File: src/hdl/peak_triggered_delayed_pulse_macros.svh
// Assertion macros for the peak triggered delayed pulse block.
// Included by files that check their own logic; no other dependencies.
`ifndef PEAK_TRIGGERED_DELAYED_PULSE_MACROS_SVH
`define PEAK_TRIGGERED_DELAYED_PULSE_MACROS_SVH
`ifndef SYNTHESIS
// Same-cycle implication, disabled in reset.
`define PDP_ASSERT_IMPL(lbl, clk, rst, ante, cons, msg) \
   lbl: assert property (@(posedge clk) disable iff (rst) (ante) |-> (cons)) \
      else $error(msg);
// Next-cycle implication, disabled in reset.
`define PDP_ASSERT_NEXT(lbl, clk, rst, ante, cons, msg) \
   lbl: assert property (@(posedge clk) disable iff (rst) (ante) |=> (cons)) \
      else $error(msg);
`else
`define PDP_ASSERT_IMPL(lbl, clk, rst, ante, cons, msg)
`define PDP_ASSERT_NEXT(lbl, clk, rst, ante, cons, msg)
`endif
`endif

File: src/hdl/pdp_pkg.sv
// Shared types and constants for the peak triggered delayed pulse block.
// No dependencies.
`timescale 1ns / 1ps

package pdp_pkg;

   localparam int CFG_BITS       = 16;
   localparam int THR_BITS       = 11;
   localparam int FRAC_BITS      = 4;
   localparam int LEVEL_BITS     = THR_BITS + CFG_BITS + 1;
   localparam int TICK_BITS      = 17;
   localparam int PHASE_BITS     = 18;
   localparam int SPAN_BITS      = CFG_BITS + 1;
   localparam int CSR_INDEX_BITS = 3;
   localparam int MID_SCALE      = 100;

   localparam logic [CFG_BITS-1:0] MEAN_RESET  = 16'd0;
   localparam logic [CFG_BITS-1:0] SD_RESET    = 16'd16;
   localparam logic [THR_BITS-1:0] THR_RESET   = 11'd70;
   localparam logic [CFG_BITS-1:0] WIDTH_RESET = 16'd10;
   localparam logic [CFG_BITS-1:0] DELAY_RESET = 16'd0;
   localparam logic [CFG_BITS-1:0] HOLD_RESET  = 16'd0;

   typedef enum logic [CSR_INDEX_BITS-1:0] {
      CSR_MEAN,
      CSR_SD,
      CSR_THRESHOLD,
      CSR_TROUGH,
      CSR_WIDTH,
      CSR_DELAY,
      CSR_HOLDOFF
   } csr_index_type;

   // Settings as seen by the datapath, level and span precomputed.
   typedef struct packed {
      logic [CFG_BITS-1:0]          mean;
      logic signed [LEVEL_BITS-1:0] level;
      logic                         trough;
      logic [CFG_BITS-1:0]          delay;
      logic [SPAN_BITS-1:0]         span;
      logic [CFG_BITS-1:0]          holdoff;
   } cfg_type;

   typedef struct packed {
      logic armed;
      logic pulse;
   } stat_type;

endpackage

File: src/hdl/pdp_csr.sv
// Configuration registers with derived level and pulse span.
// Depends on pdp_pkg.
`timescale 1ns / 1ps

module pdp_csr (
   input  logic                                clock,
   input  logic                                reset,
   input  logic                                csr_valid,
   output logic                                csr_ready,
   input  logic [pdp_pkg::CSR_INDEX_BITS-1:0]  csr_index,
   input  logic [pdp_pkg::CFG_BITS-1:0]        csr_data,
   output pdp_pkg::cfg_type                    cfg
);
   import pdp_pkg::*;

   logic [CFG_BITS-1:0]          mean_ff, sd_ff, width_ff, delay_ff, hold_ff;
   logic [THR_BITS-1:0]          thr_ff;
   logic                         trough_ff;
   logic [CFG_BITS-1:0]          sd_eff;
   logic signed [LEVEL_BITS-1:0] level;
   logic [SPAN_BITS-1:0]         span;

   assign csr_ready = 1'b1;

   always_ff @(posedge clock) begin
      if (reset) begin
         mean_ff   <= MEAN_RESET;
         sd_ff     <= SD_RESET;
         thr_ff    <= THR_RESET;
         trough_ff <= 1'b0;
         width_ff  <= WIDTH_RESET;
         delay_ff  <= DELAY_RESET;
         hold_ff   <= HOLD_RESET;
      end else if (csr_valid) begin
         case (csr_index)
            CSR_MEAN:      mean_ff   <= csr_data;
            CSR_SD:        sd_ff     <= csr_data;
            CSR_THRESHOLD: thr_ff    <= csr_data[THR_BITS-1:0];
            CSR_TROUGH:    trough_ff <= csr_data[0];
            CSR_WIDTH:     width_ff  <= csr_data;
            CSR_DELAY:     delay_ff  <= csr_data;
            CSR_HOLDOFF:   hold_ff   <= csr_data;
            default: ;
         endcase
      end
   end

   // zero deviation counts as one
   assign sd_eff = (sd_ff == '0) ? CFG_BITS'(1) : sd_ff;
   // level and span follow the registers in the same cycle
   assign level  = LEVEL_BITS'($signed(thr_ff)) *
                   LEVEL_BITS'($signed({1'b0, sd_eff}));
   assign span   = SPAN_BITS'(delay_ff) + SPAN_BITS'(width_ff);

   assign cfg.mean    = mean_ff;
   assign cfg.level   = level;
   assign cfg.trough  = trough_ff;
   assign cfg.delay   = delay_ff;
   assign cfg.span    = span;
   assign cfg.holdoff = hold_ff;

endmodule

File: src/hdl/pdp_core.sv
// Sample window, extremum test, gap and phase counters, pulse line.
// Depends on pdp_pkg.
`timescale 1ns / 1ps

module pdp_core #(
   parameter int SAMPLE_BITS   = 12,
   parameter int MIN_GAP_TICKS = 100
) (
   input  logic                   clock,
   input  logic                   reset,
   input  logic                   step,
   input  logic [SAMPLE_BITS-1:0] sample,
   input  pdp_pkg::cfg_type       cfg,
   output logic                   pulse_in,
   output logic                   trig,
   output pdp_pkg::stat_type      stat
);
   import pdp_pkg::*;

   localparam int CW = ((SAMPLE_BITS + FRAC_BITS > CFG_BITS) ?
                        SAMPLE_BITS + FRAC_BITS : CFG_BITS) + 2;
   localparam int PW = ((CW + 7 > LEVEL_BITS) ? CW + 7 : LEVEL_BITS) + 1;
   localparam logic signed [PW-1:0]       SCALE    = PW'(MID_SCALE);
   localparam logic [TICK_BITS-1:0]       MIN_GAP  = TICK_BITS'(MIN_GAP_TICKS);
   localparam logic [TICK_BITS-1:0]       TICK_MAX = '1;
   localparam logic [PHASE_BITS-1:0]      PHASE_MAX = '1;

   logic signed [CW-1:0] old_ff, mid_ff, new_ff, new_in;
   logic [TICK_BITS-1:0]  ticks_ff, ticks_t, ticks_in;
   logic [PHASE_BITS-1:0] phase_ff, phase_t, phase_a, phase_in;
   logic                  armed_ff, armed_t, armed_in, pulse_ff;
   logic signed [PW-1:0]  mid_x, level_x;
   logic                  gap_ok, peak, dip, rise, fall;

   assign new_in = $signed(CW'({sample, FRAC_BITS'(0)})) - $signed(CW'(cfg.mean));

   // window after shift: oldest = mid_ff, middle = new_ff, newest = new_in
   assign mid_x   = PW'(new_ff) * SCALE;
   assign level_x = PW'(cfg.level);
   assign gap_ok  = (ticks_ff > MIN_GAP) && (ticks_ff > TICK_BITS'(cfg.holdoff));
   assign peak    = (mid_x > level_x) && (mid_ff < new_ff) && (new_ff > new_in);
   assign dip     = (mid_x < level_x) && (mid_ff > new_ff) && (new_ff < new_in);
   assign trig    = gap_ok && (cfg.trough ? dip : peak);

   always_comb begin
      ticks_t = trig ? '0 : ticks_ff;
      phase_t = trig ? '0 : phase_ff;
      armed_t = trig | armed_ff;
      rise    = !pulse_ff && armed_t && (phase_t > PHASE_BITS'(cfg.delay));
      fall    = !rise && armed_t && (phase_t > PHASE_BITS'(cfg.span));
      pulse_in = rise ? 1'b1 : (fall ? 1'b0 : pulse_ff);
      armed_in = fall ? 1'b0 : armed_t;
      phase_a  = fall ? '0 : phase_t;
      phase_in = (phase_a == PHASE_MAX) ? phase_a : phase_a + 1'b1;
      ticks_in = (ticks_t == TICK_MAX) ? ticks_t : ticks_t + 1'b1;
   end

   always_ff @(posedge clock) begin
      if (reset) begin
         old_ff   <= '0;
         mid_ff   <= '0;
         new_ff   <= '0;
         ticks_ff <= '0;
         phase_ff <= '0;
         armed_ff <= 1'b0;
         pulse_ff <= 1'b0;
      end else if (step) begin
         old_ff   <= mid_ff;
         mid_ff   <= new_ff;
         new_ff   <= new_in;
         ticks_ff <= ticks_in;
         phase_ff <= phase_in;
         armed_ff <= armed_in;
         pulse_ff <= pulse_in;
      end
   end

   // oldest slot feeds no decision logic; kept for window reset behavior
   logic unused_old;
   assign unused_old = ^old_ff;

   assign stat.armed = armed_ff;
   assign stat.pulse = pulse_ff | (unused_old & 1'b0);

endmodule

File: src/hdl/peak_triggered_delayed_pulse.sv
// Top level of the peak triggered delayed pulse block: input word register,
// datapath, result register and checks. Depends on pdp_pkg, pdp_csr, pdp_core
// and peak_triggered_delayed_pulse_macros.svh.
//
//   channel  | ports                          | direction
//   ---------+--------------------------------+----------
//   req      | req_valid/ready, req_sample    | in
//   rsp      | rsp_valid/ready, pulse, trig   | out
//   csr      | csr_valid/ready, index, data   | in
//
// One word per cycle sustained while results are taken; a word passes from
// acceptance to result through the input register, then the window/counter
// update into the result register. The state update loop closes through pdp_core.
// Reset is synchronous, active high; it restores register defaults and
// clears window, counters and the pulse line. No clearing pass.
// A stalled result holds in the output register while the input register
// still takes one more word; req_ready drops only when both are full.
`timescale 1ns / 1ps
`include "peak_triggered_delayed_pulse_macros.svh"

module peak_triggered_delayed_pulse #(
   parameter int SAMPLE_BITS   = 12,
   parameter int MIN_GAP_TICKS = 100
) (
   input  logic                                clock,
   input  logic                                reset,
   input  logic                                req_valid,
   output logic                                req_ready,
   input  logic [SAMPLE_BITS-1:0]              req_sample,
   output logic                                rsp_valid,
   input  logic                                rsp_ready,
   output logic                                rsp_pulse_level,
   output logic                                rsp_triggered,
   input  logic                                csr_valid,
   output logic                                csr_ready,
   input  logic [pdp_pkg::CSR_INDEX_BITS-1:0]  csr_index,
   input  logic [pdp_pkg::CFG_BITS-1:0]        csr_data
);
   import pdp_pkg::*;

   cfg_type                cfg;
   stat_type               stat;
   logic                   in_valid_ff;
   logic [SAMPLE_BITS-1:0] smp_ff;
   logic                   rsp_valid_ff, pulse_ff, trig_ff;
   logic                   advance, pulse_in, trig_in;

   // datapath step whenever a word waits and the result slot is free
   assign advance   = in_valid_ff && (!rsp_valid_ff || rsp_ready);
   assign req_ready = !in_valid_ff || advance;

   always_ff @(posedge clock) begin
      if (reset) begin
         in_valid_ff <= 1'b0;
      end else if (req_ready) begin
         in_valid_ff <= req_valid;
      end
   end

   always_ff @(posedge clock) begin
      if (req_valid && req_ready) begin
         smp_ff <= req_sample;
      end
   end

   pdp_csr u_csr (
      .clock     (clock),
      .reset     (reset),
      .csr_valid (csr_valid),
      .csr_ready (csr_ready),
      .csr_index (csr_index),
      .csr_data  (csr_data),
      .cfg       (cfg)
   );

   pdp_core #(
      .SAMPLE_BITS   (SAMPLE_BITS),
      .MIN_GAP_TICKS (MIN_GAP_TICKS)
   ) u_core (
      .clock    (clock),
      .reset    (reset),
      .step     (advance),
      .sample   (smp_ff),
      .cfg      (cfg),
      .pulse_in (pulse_in),
      .trig     (trig_in),
      .stat     (stat)
   );

   // result register
   always_ff @(posedge clock) begin
      if (reset) begin
         rsp_valid_ff <= 1'b0;
      end else if (advance) begin
         rsp_valid_ff <= 1'b1;
      end else if (rsp_ready) begin
         rsp_valid_ff <= 1'b0;
      end
   end

   always_ff @(posedge clock) begin
      if (advance) begin
         pulse_ff <= pulse_in;
         trig_ff  <= trig_in;
      end
   end

   assign rsp_valid       = rsp_valid_ff;
   assign rsp_pulse_level = pulse_ff;
   assign rsp_triggered   = trig_ff;

   // input side stalls only behind a full, stalled result slot
   `PDP_ASSERT_IMPL(a_ready_stall, clock, reset, !req_ready, in_valid_ff && rsp_valid_ff && !rsp_ready, "req_ready low without a stalled result")
   // a trigger always leaves the sequence armed
   `PDP_ASSERT_NEXT(a_trig_arms, clock, reset, advance && trig_in, stat.armed, "trigger did not arm the pulse")
   // the line is high only inside an armed sequence
   `PDP_ASSERT_IMPL(a_pulse_armed, clock, reset, stat.pulse, stat.armed, "pulse high while not armed")
   // every datapath step lands in the result slot
   `PDP_ASSERT_NEXT(a_step_result, clock, reset, advance, rsp_valid_ff, "result lost after step")

endmodule

File: config.mk
export PLATFORM = sky130hd
export DESIGN_NAME = peak_triggered_delayed_pulse
export DESIGN_NICKNAME = d
export VERILOG_FILES = /design/src/hdl/pdp_pkg.sv /design/src/hdl/pdp_csr.sv /design/src/hdl/pdp_core.sv /design/src/hdl/peak_triggered_delayed_pulse.sv
export VERILOG_INCLUDE_DIRS = /design/src /design/src/hdl
export SDC_FILE = /design/constraint.sdc
export NUM_CORES = 1
export LEC_CHECK = 0
export BUFFER_PORTS_ARGS = -buffer_cell sky130_fd_sc_hd__buf_2
export CORE_ASPECT_RATIO = 0.5
export CORE_MARGIN = 10
export CORE_UTILIZATION = 45
export DETAILED_ROUTE_END_ITERATION = 7
export SETUP_SLACK_MARGIN = 0.2
export SYNTH_ARGS = -nofsm -noshare
export SYNTH_HDL_FRONTEND = slang
export SYNTH_SLANG_ARGS = --single-unit
export TNS_END_PERCENT = 30
File: constraint.sdc
create_clock -name clock -period 15.7 [get_ports clock]
set_input_delay 0 -clock clock [delete_from_list [all_inputs] [get_ports clock]]
set_output_delay 0 -clock clock [all_outputs]
set_load 0.05 [all_outputs]
# Word-level counts from Yosys, hierarchy flattened
# Cells that the tools add are included.
[classes] eq_ne=8 muxes=12 n_lt_le_gt_ge=10 n_addsub=4 n_mul=2 bitwise=1 n_reduce_logical=28
[ops] cell="$mux 18" count=3
[ops] cell="$gt 17x17->1" count=2
[ops] cell="$lt 17x17->1" count=2
[ops] cell="$mux 17" count=2
[ops] cell="$gt 25x28->1" count=1
[ops] cell="$lt 25x28->1" count=1
[ops] cell="$mul 11x17->28" count=1
[ops] cell="$mul 17x6->23 const B" count=1
[ops] cell="$add 18x1->18 const B" count=1
[ops] cell="$eq 18x18->1 const B" count=1
[ops] cell="$gt 18x16->1" count=1
[ops] cell="$gt 18x17->1" count=1
[ops] cell="$add 16x16->17" count=1
[ops] cell="$add 17x1->17 const B" count=1
[ops] cell="$eq 17x17->1 const B" count=1
[ops] cell="$gt 17x16->1" count=1
[ops] cell="$gt 17x7->1 const B" count=1
[ops] cell="$sub 16x16->17" count=1
[ops] cell="$logic_not 16->1" count=1
[ops] cell="$mux 16" count=1
[ops] cell="$reduce_and 2->1" count=7
[ops] cell="$logic_and 1x1->1" count=12
[ops] cell="$eq 3x3->1 const B" count=3
[ops] cell="$eq 3x2->1 const B" count=2
[ops] cell="other kinds (7)" count=16
[totals] ff_bits=179 elab_cells=83

# Depth between registers and ports, before layout
# Gate-level depths: netlist (run 1).
[logic_depth] depth_word=17 mapped_depth=54 ltp_nobuf=52

# By module
# From an unflattened synthesis (run 1), not the netlist that was laid out.
[hier_totals] hier_cells=2270 area_unflattened_um2=18649.1
[modules_own_cells] module="pdp_csr" instances=1 area_each_um2=9869.5 cells_per_inst=1210 seq_area_each_um2=1841.8
[modules_own_cells] module="pdp_core" instances=1 area_each_um2=8255.4 cells_per_inst=1036 seq_area_each_um2=1421.4
[modules_own_cells] module="peak_triggered_delayed_pulse" instances=1 area_each_um2=524.3 cells_per_inst=24 seq_area_each_um2=460.4

# Worst setup path after synthesis (run 1)
# No wires, ideal clock.
[synth_timing] path_type="register to register" start="register u_csr.sd_ff[8]" end="register u_core.phase_ff[13]" required_time_ns=15.630 period_less_slack_ns=11.925 path_slack_ns=3.775 setup_ns=0.070 t_arrival_ns=11.855 path_stages_with_launch=53 path_cell_list="dfxtp_1 nor4_2 a41oi_1 nand2_1 fa_1 fa_1 inv_1 fa_1 fa_1 inv_1 fa_1 inv_1 ha_1 a21oi_1 o21ai_0 a311o_1 a31oi_1 o21ai_0 [... 17 more ...] a21oi_1 o21ai_0 a221oi_1 a21oi_1 nor3_1 a2bb2oi_1 clkbuf_1 nor3_1 ha_1 nand2_1 nor2_1 nand3_1 nand4_1 nor4_1 nand3_1 or3_1 a211o_1 a21oi_1"
[synth_between] elab_chain_len=17 elab_cells_between_ends=24 cone_classes="add/sub (1); mul (1); order compare (4); eq/ne (1); mux (5); bitwise (1); reduce/logical (11)"
[synth_rtl] item="start: declaration" line="pdp_csr.sv:16" text="logic [CFG_BITS-1:0] mean_ff, sd_ff, width_ff, delay_ff, hold_ff;"
[synth_rtl] item="start signal: assignment" line="pdp_csr.sv:37" text="CSR_SD: sd_ff <= csr_data;"
[synth_rtl] item="$logic_not 16->1" line="pdp_csr.sv:49" text="assign sd_eff = (sd_ff == '0) ? CFG_BITS'(1) : sd_ff;"
[synth_rtl] item="$mux 16 *" line="pdp_csr.sv:49"
[synth_rtl] item="$mul 11x17->28 *" line="pdp_csr.sv:51" text="assign level = LEVEL_BITS'($signed(thr_ff)) *"
[synth_rtl] item="$gt 25x28->1 or $lt 25x28->1 (tied branches)" line="pdp_core.sv:41, pdp_core.sv:42"
[synth_rtl] item="$logic_and 1x1->1 (on tied branches) (2 in a row)" line="pdp_core.sv:41, pdp_core.sv:42"
[synth_rtl] item="$mux 1 *" line="pdp_core.sv:43" text="assign trig = gap_ok && (cfg.trough ? dip : peak);"
[synth_rtl] item="$logic_and 1x1->1 *" line="pdp_core.sv:43"
[synth_rtl] item="$mux 18 or $or 1x1->1 (tied branches)" line="pdp_core.sv:47, pdp_core.sv:48"
[synth_rtl] item="$gt 18x16->1 or $logic_and 1x1->1 (tied branches)" line="pdp_core.sv:49" text="rise = !pulse_ff && armed_t && (phase_t > PHASE_BITS'(cfg.delay));"
[synth_rtl] item="$logic_and 1x1->1" line="pdp_core.sv:49"
[synth_rtl] item="$logic_not 1->1" line="pdp_core.sv:50" text="fall = !rise && armed_t && (phase_t > PHASE_BITS'(cfg.span));"
[synth_rtl] item="$logic_and 1x1->1 (2 in a row)" line="pdp_core.sv:50"
[synth_rtl] item="$mux 18 *" line="pdp_core.sv:53" text="phase_a = fall ? '0 : phase_t;"
[synth_rtl] item="$add 18x1->18 or $eq 18x18->1 (tied branches)" line="pdp_core.sv:54" text="phase_in = (phase_a == PHASE_MAX) ? phase_a : phase_a + 1'b1;"
[synth_rtl] item="$mux 18 *" line="pdp_core.sv:54"
[synth_rtl] item="end signal: assignment" line="pdp_core.sv:72" text="phase_ff <= phase_in;"
[synth_rtl] item="end: declaration" line="pdp_core.sv:30" text="logic [PHASE_BITS-1:0] phase_ff, phase_t, phase_a, phase_in;"
# Every way passes the cells marked *; elsewhere a longest branch is shown, timed or not.
# A chain may end at the register's enable or synchronous reset.

# Worst setup path after layout (run 1)
[layout_timing] start="register u_csr.sd_ff[13]" end="register u_core.phase_ff[13]"
# The elaborated chain is that of the path after synthesis.

==> flow_summary.toml, run 1 <==
[flow_run]
cap_violations = 0

[routing]
vias_per_cell = 5.35
drtAntennaViolNets = 0
wirelength_um = 48300
drc = 0
first_pass_iters = 5
route.detailed.wl_per_inst_um = 16.8
drtIter0Drc = 973
vias = 15384

[finish]
drive_gt1_frac = 0.0420
seq_area_sq_um = 3720
fillCellCount = 3980
final_nets = 2773
syn2layout_area_growth_pct = 8.60
multiInputGateArea_sq_um = 13200

[yosys]
yosys.area_share.xor_xnor = 0.0327
synth-async-reset-ratio = 0
yosys.area_share.simple = 0.201
yosysTopAreaCell = "ha_1"
muxShareOfSynthArea = 0.00332
synth_cell_type_count = 70
syn_inst = 2300
ys_seq_area_frac = 0.201
synth_area_leaders = "ha_1 (19%), dfxtp_1 (18%), fa_1 (15%)"
yosysMostFrequentCell = "nand2_1"
synth_edf_count = 14
synthTopCellsByCount = "nand2_1 (378), inv_1 (329), ha_1 (274)"
syn_area_sq_um = 18500
postSynthAreaPerCell_sq_um = 8.04
synthAdderAreaFrac = 0.339
synth.top_cell.area_share = 0.185
synth_top_family_by_area = "adder cells"
synth-compound-area-share = 0.137
yosys_warnings = 0
syn_nets = 2752
synth_ff_type = "dfxtp_1"
ys_ff_latch = 179

[critical_path]
critPathRequiredTime_ps = 16090
cp_common_cell = "fa_1"
startpoint_type = "flip-flop"
cp-end-kind = "flip-flop"
path_class = "reg -> reg"
crit_fanout = 33
critPathSlowestCell = "dfxtp_1"
worstPathArrival_ps = 13450
cpPeakStageDelay_ps = 580

[floorplanning]
die_area_sq_um = 50100
die_w_um = 307
pin_count = 41
start_util = 0.457
die_h_um = 163
core_area_sq_um = 40500
rows = 52

[power]
p_total_uw = 1190
ir_drop_uv = 55.8
p_leak_uw = 0.00930
powerDensity_nw_per_um2 = 59.5

[global_route]
grt_pass1_wl_um = 79000
antenna_found_initial = 4
grt_pass1_vias = 14920
track_usage = 0.195
grt.overflow.total = 0
grt_max_degree = 86

[clock_network]
ctsResizeCount = 0
cts_tree = "done"
insertion_delay_ps = 460
clk_pin_slew_worst_paths_ps = 80
cts_buffers = 17
cts_setup_buffers = 0
cts_buffer_depth = 2
htree_levels = 4
cts_root_buf = "clkbuf_16"
cts.sinks = 179

[timing]
maxSlewHeadroom = 0.304
rsz0062_at_grt = "no"
setup_tns_ps = 0
max_freq_mhz = 76.6
setup_viol = 0
fin_crit_ps = 13060
hold_viol = 0
period_share = 0.832
slew_viol_final = 0
worst_pin_slew_ps = 1040
fin_skew_ps = 24.4

[run_status]
status = "finished, final reports clean"

[placement]
hpwl_um = 37200
gp_congestion = 0.866
portBuffers = 39

[min_path]
min_path_type = "in -> reg"
==> cell type report <==
| class | count | area share |
|---|---|---|
| sequential | 179 | 0.185 |
| inverter | 330 | 0.0617 |
| antenna | 3 | 0.000374 |
| clock inverter | 12 | 0.00648 |
| tap | 540 | 0.0336 |
| multi-input combinational | 1707 | 0.658 |
| timing repair buffer | 86 | 0.0320 |
| clock buffer | 20 | 0.0227 |
==> per-stage QoR <==
step	setup WS (ps)	area, sq um	cells	util	hold slack [ps]
global placement	3090	19100	2805	0.472	176
finish	2640	20100	2877	0.496	79.4
global route	1800	20100	2877	0.496	133
floorplan	3770	18500	2300	-	98.9
detailed placement	2790	19100	2805	0.472	179
CTS	2750	20100	2874	0.496	55.3
==> sequential cells by signal, indices dropped and copies added (netlist names) <==
name,cells
u_core.pulse_ff,1
rsp_pulse_level,1
u_csr.hold_ff,16
u_core.new_ff,17
u_core.mid_ff,17
u_csr.thr_ff,11
in_valid_ff,1
u_csr.delay_ff,16
rsp_triggered,1
u_csr.mean_ff,16
u_core.armed_ff,1
u_core.phase_ff,18
u_csr.width_ff,16
u_csr.trough_ff,1
u_core.ticks_ff,17
u_csr.sd_ff,16
smp_ff,12
rsp_valid,1
==> power breakdown <==
part / switching, uW / internal (uW)
clock: 217 / 221
combinational: 159 / 108
sequential: 18.5 / 471
==> path summary, 6_finish.rpt <==
path / start / end / slack (ps) / depth (start not counted)
worst max-delay path: u_csr.sd_ff[13]$_SDFFE_PP0P_ / u_core.phase_ff[13]$_SDFFE_PP0P_ / 2640 / 52
worst min register to register: u_csr.mean_ff[5]$_SDFFE_PP0P_ / u_csr.mean_ff[5]$_SDFFE_PP0P_ / 460 / 2
worst min-delay path: csr_index[2] / u_csr.trough_ff$_SDFFE_PP0P_ / 80 / 5
worst max register to register: u_csr.sd_ff[13]$_SDFFE_PP0P_ / u_core.phase_ff[13]$_SDFFE_PP0P_ / 2640 / 52
==> critical path, delay by kind of cell, from the launching register on <==
family          cells  cell delay, ps
buf+inv             6             930
fa+ha+maj           9            3720
simple gates       16            3330
flops               1             580
compound gates     20            4260
xor+xnor            1             140
==> cells in the final DEF (no fill, tap or decap), types with 14 or more instances in the layout <==
master and instances:
nand2_1 378, inv_1 328, ha_1 274, a21oi_1 213, dfxtp_1 165, fa_1 142, nor2_1 116, and2_1 82
o21ai_0 68, nand3_1 40, xnor2_1 38, buf_2 38, dlygate4sd3_1 37, xor2_1 31, a21o_1 29, nand4_1 25
nor3_1 24, nor2b_1 19, nand2b_1 18, clkbuf_16 17, and3_1 16, a211oi_1 16, nor4_1 14, or3_1 14
edfxtp_1 14
==> cell families after synthesis <==
| group | Yosys count |
|---|---|
| DFF | 179 |
| other | 1 |
| buffers and inverters | 414 |
| and+or+nand+nor | 793 |
| xor gates and xnor gates | 69 |
| muxes | 6 |
| adders and majority gates | 416 |
| AOI/OAI and AO/OA | 422 |
==> timing repair <==
item / 4_1_cts / 5_1_grt
hold buffers: 37 / 0
hold endpoints to repair: 109 / 0
setup endpoints to repair: 0 / 0
==> per-layer routing <==
layer / vias to the layer above / routed length [um] / global-route usage
met5: - / 0 / 0
met4: 0 / 666 / 0.0446
met3: 41 / 2310 / 0.0268
met2: 315 / 21300 / 0.309
li1: 7692 / - / -
met1: 7336 / 24000 / 0.277
Note: power is estimated with default switching activity, not from simulation.
==> run 2, diff against run 1 <==
--- a/config.mk
+++ b/config.mk
@@ -6,6 +6,7 @@
 export SDC_FILE = /design/constraint.sdc
 export NUM_CORES = 1
 export LEC_CHECK = 0
+export ABC_AREA = 1
 export BUFFER_PORTS_ARGS = -buffer_cell sky130_fd_sc_hd__buf_2
 export CORE_ASPECT_RATIO = 0.5
 export CORE_MARGIN = 10
==> constraint.sdc (replaced) <==
create_clock -name clock -period 11 [get_ports clock]
set_input_delay 0 -clock clock [delete_from_list [all_inputs] [get_ports clock]]
set_output_delay 0 -clock clock [all_outputs]
set_load 0.05 [all_outputs]
==> run 2 against run 1 <==
Against the previous run: via count grew 6.9%; routed wire length rose by 2.8%; die area is 3.4% higher; first-iteration DRC count is 31% higher.
==> flow_summary.toml, run 2 <==
[timing]
fin_crit_ps = 10200
slew_viol_final = 0
max_freq_mhz = 98.1
period_share = 0.927
maxSlewHeadroom = 0.272
fin_skew_ps = 9.55
rsz0062_at_grt = "no"
hold_viol = 0
setup_slack_ps = 804
worst_pin_slew_ps = 1090
setup_tns_ps = 0
setup_viol = 0

[critical_path]
critPathRequiredTime_ps = 11360
critPathSlowestCell = "fa_1"
cp-end-kind = "flip-flop"
startpoint_type = "flip-flop"
crit_fanout = 12
cpPeakStageDelay_ps = 600
worstPathArrival_ps = 10550
path_class = "reg -> reg"
cp_common_cell = "nand2_1"

[finish]
layout_common_cells = "inv_1 (554), nand2_1 (443), ha_1 (263), nor2_1 (207), a21oi_1 (204)"
layout_commonest_cell = "inv_1"
fillCellCount = 4114
seq_area_sq_um = 3720
final_nets = 3141
diodes = 0
drive_gt1_frac = 0.0881
syn2layout_area_growth_pct = 12.1
largest_reg_flops = 18
instances_no_fill = 3279
multiInputGateArea_sq_um = 13200
largest-register = "u_core.phase_ff"

[floorplanning]
die_h_um = 166
die_w_um = 312
pin_count = 41
start_util = 0.457
core_area_sq_um = 42000
rows = 53
die_area_sq_um = 51800

[global_route]
track_usage = 0.189
grt_pass1_vias = 15447
grt_max_degree = 122
grt.overflow.total = 0
antenna_found_initial = 0
grt_pass1_wl_um = 80500

[placement]
dp_cells = 3195
hpwl_um = 38200
pre_cts_slack_ps = -199
gp_congestion = 0.880
portBuffers = 39

[yosys]
synth.top_cell.area_share = 0.179
syn_area_sq_um = 19200
ys_seq_area_frac = 0.194
yosysMostFrequentCell = "inv_1"
syn_nets = 3075
synth_ff_type = "dfxtp_1"
synth-async-reset-ratio = 0
synth_edf_count = 14
yosysTopAreaCell = "ha_1"
postSynthAreaPerCell_sq_um = 7.32
yosys_warnings = 0
synth_cell_type_count = 51
synth_area_leaders = "ha_1 (18%), dfxtp_1 (17%), fa_1 (15%)"
syn_inst = 2623
ys_ff_latch = 179
synthTopCellsByCount = "inv_1 (561), nand2_1 (454), ha_1 (274)"

[clock_network]
htree_levels = 4
cts_buffers = 17
cts_root_buf = "clkbuf_16"
cts_buffer_depth = 2
clk_pin_slew_worst_paths_ps = 80
insertion_delay_ps = 450
cts.sinks = 179
cts_tree = "done"

[routing]
vias = 16439
route.detailed.wl_per_inst_um = 15.1
vias_per_cell = 5.01
drc = 0
drtAntennaViolNets = 0
wirelength_um = 49600
first_pass_iters = 5
drtIter0Drc = 1279

[run_status]
status = "finished, final reports clean"

[flow_run]
cap_violations = 0

[power]
powerDensity_nw_per_um2 = 95.6
ir_drop_uv = 81.8
p_leak_uw = 0.0112

[min_path]
min_path_type = "in -> reg"
[run 2: path summary, 6_finish.rpt]
check                                               startpoint                         endpoint  slack [ps]  cells past startpoint
worst min-delay path                                 csr_valid   u_csr.delay_ff[0]$_SDFFE_PP0P_          90                      5
worst max-delay path               u_csr.sd_ff[5]$_SDFFE_PP0P_  u_core.phase_ff[1]$_SDFFE_PP0P_         800                     74
worst max register to register     u_csr.sd_ff[5]$_SDFFE_PP0P_  u_core.phase_ff[1]$_SDFFE_PP0P_         800                     74
worst min register to register  u_csr.mean_ff[15]$_SDFFE_PP0P_   u_csr.mean_ff[15]$_SDFFE_PP0P_         470                      2
[run 2: area by class of cell]
| cell class | instances | share of cell area |
|---|---|---|
| clock buffers | 19 | 0.0216 |
| clock inverters | 13 | 0.00704 |
| inverters | 570 | 0.0996 |
| multi-input cells | 1781 | 0.615 |
| flip-flops and latches | 179 | 0.173 |
| well taps | 577 | 0.0336 |
| repair buffers | 140 | 0.0502 |
[run 2: critical path: cells and delay by family, from the launching register on]
family,cells,cell delay (ps)
buf+inv,12,1050
xor+xnor,1,140
simple gates,44,3970
flops,1,330
compound gates,8,920
fa+ha+maj,9,3630
[run 2: power breakdown]
part | leakage (uW) | internal (uW) | switching (uW) | total [uW]
combinational | 0.00943 | 263 | 424 | 686
clock | 0.000308 | 345 | 311 | 656
sequential | 0.00148 | 686 | 28.1 | 715
[run 2: through the flow]
stage	cell area [sq um]	total power, uW	hold WS, ps	util
finish	21500	2060	88.2	0.512
global route	21500	2210	147	0.512
CTS	21100	2050	69.6	0.502
detailed placement	20100	1380	179	0.478
global placement	20100	1370	178	0.478
floorplan	19200	1210	98.9	-
[run 2: per-layer routing]
layer,track usage,share of wire,up-vias
met4,0.0381,0.014,0
met5,0,0,-
li1,-,-,8338
met3,0.0282,0.052,42
met1,0.267,0.49,7678
met2,0.301,0.45,381
[run 2: what timing repair did]
item,CTS,global route
hold endpoints to repair,84,0
gates cloned,0,1
buffers inserted,4,13
resized for setup,7,73
hold buffers,34,0
setup endpoints to repair,18,18
pin swaps,0,30
[run 2: cell families after synthesis]
logic type                 after synthesis  synth area share
adders and majority gates              416             0.327
buffers and inverters                  664             0.133
and+or+nand+nor                        847             0.188
DFF                                    179             0.194
other                                    1          0.000195
AOI/OAI and AO/OA                      431             0.119
xor gates and xnor gates                85            0.0388
==> run 3, diff against run 2 <==
==> constraint.sdc (replaced) <==
create_clock -name clock -period 12.65 [get_ports clock]
set_input_delay 0 -clock clock [delete_from_list [all_inputs] [get_ports clock]]
set_output_delay 0 -clock clock [all_outputs]
set_load 0.05 [all_outputs]
==> run 3 against run 2 <==
Against the previous run: critical endpoint unchanged; highest routed layer is now met5; sequential share of layout area rose by 0.71 points; count of clock-buffer cells in the layout fell by 1; combinational power fell by 16%; sequential cell count did not move; setup slack improved by 510 ps; sequential power fell by 12%; largest power group unchanged.
==> flow_summary.toml, run 3 (synthesized netlist as in run 2, its figures left out) <==
[clock_network]
cts_tree = "done"
cts_root_buf = "clkbuf_16"
insertion_delay_ps = 460
clk_pin_slew_worst_paths_ps = 70
cts.sinks = 179
cts_buffers = 17
htree_levels = 4
cts_buffer_depth = 2

[finish]
drive_gt1_frac = 0.0566
syn2layout_area_growth_pct = 8.28
diodes = 0
largest-register = "u_core.phase_ff"
largest_reg_flops = 18
final_nets = 3089
layout_common_cells = "inv_1 (558), nand2_1 (452), ha_1 (274), nor2_1 (214), a21oi_1 (208)"
layout_commonest_cell = "inv_1"

[timing]
period_share = 0.896
setup_tns_ps = 0
worst_pin_slew_ps = 1120
setup_viol = 0
hold_viol = 0
maxSlewHeadroom = 0.248
max_freq_mhz = 88.2
rsz0062_at_grt = "no"
fin_crit_ps = 11330
fin_skew_ps = 14.1
slew_viol_final = 0

[critical_path]
regToRegStartpoint = "u_csr.sd_ff[14]$_SDFFE_PP0P_"
critPathSlowestCell = "fa_1"
crit_fanout = 34
rr_endpoint = "u_core.phase_ff[1]$_SDFFE_PP0P_"
path_class = "reg -> reg"
cp-end-kind = "flip-flop"
startpoint_type = "flip-flop"
cpPeakStageDelay_ps = 550
worstPathArrival_ps = 11690
critPathRequiredTime_ps = 13000
r2r_slack_ps = 1320
ff2ff_path_depth = 74
cp_common_cell = "nand2_1"

[floorplanning]
rows = 53
start_util = 0.457
die_w_um = 312
core_area_sq_um = 42000
die_h_um = 166
die_area_sq_um = 51800
pin_count = 41

[routing]
vias = 15978
vias_per_cell = 4.95
wirelength_um = 49200
drtIter0Drc = 1197
route.detailed.wl_per_inst_um = 15.2
first_pass_iters = 6
drtAntennaViolNets = 0
drc = 0

[global_route]
grt.overflow.total = 0
grt_max_degree = 68
grt_pass1_wl_um = 79900
grt_pass1_vias = 15344
antenna_found_initial = 2
track_usage = 0.187

[placement]
portBuffers = 39
gp_congestion = 0.895
hpwl_um = 38700

[min_path]
holdCritStartpoint = "csr_valid"
min_path_cells = 5
min_path_type = "in -> reg"
min_to = "u_csr.delay_ff[0]$_SDFFE_PP0P_"

[run_status]
status = "finished, final reports clean"

[power]
p_total_uw = 1730
powerDensity_nw_per_um2 = 83.2
p_leak_uw = 0.0109
ir_drop_uv = 95.5

[flow_run]
cap_violations = 0
[run 3: changes by cell type in the layout (fill, tap and decap cells not counted), moves of 7 or more]
| cell | change |
|---|---|
| buf_4 | -44 |
| buf_6 | -8 |
| dfxtp_1 | -12 |
| dfxtp_2 | +10 |
| ha_1 | +11 |
| ha_4 | -9 |
| nand2_1 | +9 |
| nand2_2 | -7 |
| nor2_1 | +7 |
[run 3: worst max-delay path: cells and delay by family (launching register included)]
family | cells | cell delay [ps]
adders and majority gates | 9 | 3820
xor gates and xnor gates | 1 | 160
buffers and inverters | 13 | 1320
DFF | 1 | 310
and+or+nand+nor | 39 | 3850
AOI/OAI and AO/OA | 12 | 1730
[run 3: layout make-up]
cell class	instances	area [sq um]
Inverter	570	2140
Clock inverter	14	131
Fill cell	4200	21300
Sequential cell	179	3740
Clock buffer	18	429
Tap cell	577	722
Timing Repair Buffer	87	641
Multi-Input combinational cell	1782	13000
[run 3: per-layer routing]
metal	global-route usage	wire length, um	up-vias
li1	-	-	8222
met1	0.262	24300	7405
met2	0.303	22000	308
met3	0.0302	2340	41
met4	0.0350	592	2
met5	0	10	-
[run 3: power breakdown]
part / total, uW / internal [uW] / switching [uW]
logic: 574 / 214 / 360
clock network: 528 / 261 / 266
registers: 628 / 597 / 30.6
[run 3: worst max path at each step]
stage	start	end	slack, ps
2_1_floorplan	u_csr.thr_ff[9]$_SDFFE_PP0P_	u_core.phase_ff[11]$_SDFFE_PP0P_	2170
3_3_place_gp	u_csr.sd_ff[1]$_SDFFE_PP0P_	u_core.phase_ff[1]$_SDFFE_PP0P_	1090
3_5_place_dp	u_csr.sd_ff[13]$_SDFFE_PP0P_	u_core.phase_ff[1]$_SDFFE_PP0P_	660
4_1_cts	u_csr.sd_ff[13]$_SDFFE_PP0P_	u_core.phase_ff[1]$_SDFFE_PP0P_	640
5_1_grt	u_csr.sd_ff[14]$_SDFFE_PP0P_	u_core.phase_ff[0]$_SDFFE_PP0P_	240
6_report	u_csr.sd_ff[14]$_SDFFE_PP0P_	u_core.phase_ff[1]$_SDFFE_PP0P_	1320
[run 3: what timing repair did]
action	4_1_cts	5_1_grt
buffers inserted	0	2
endpoints found under the hold margin	74	0
gates resized for setup	0	29
hold buffers	34	0
endpoints found under the setup margin	0	18
[run 3: per-stage QoR]
stage	util	std cells	cell area (sq um)	hold slack (ps)	setup WS, ps
2_1_floorplan	-	2623	19200	98.9	2170
3_3_place_gp	0.471	3157	19800	177	1090
3_5_place_dp	0.471	3157	19800	179	655
4_1_cts	0.492	3223	20700	27.0	642
5_1_grt	0.494	3227	20800	123	236
6_report	0.494	3227	20800	58.0	1320
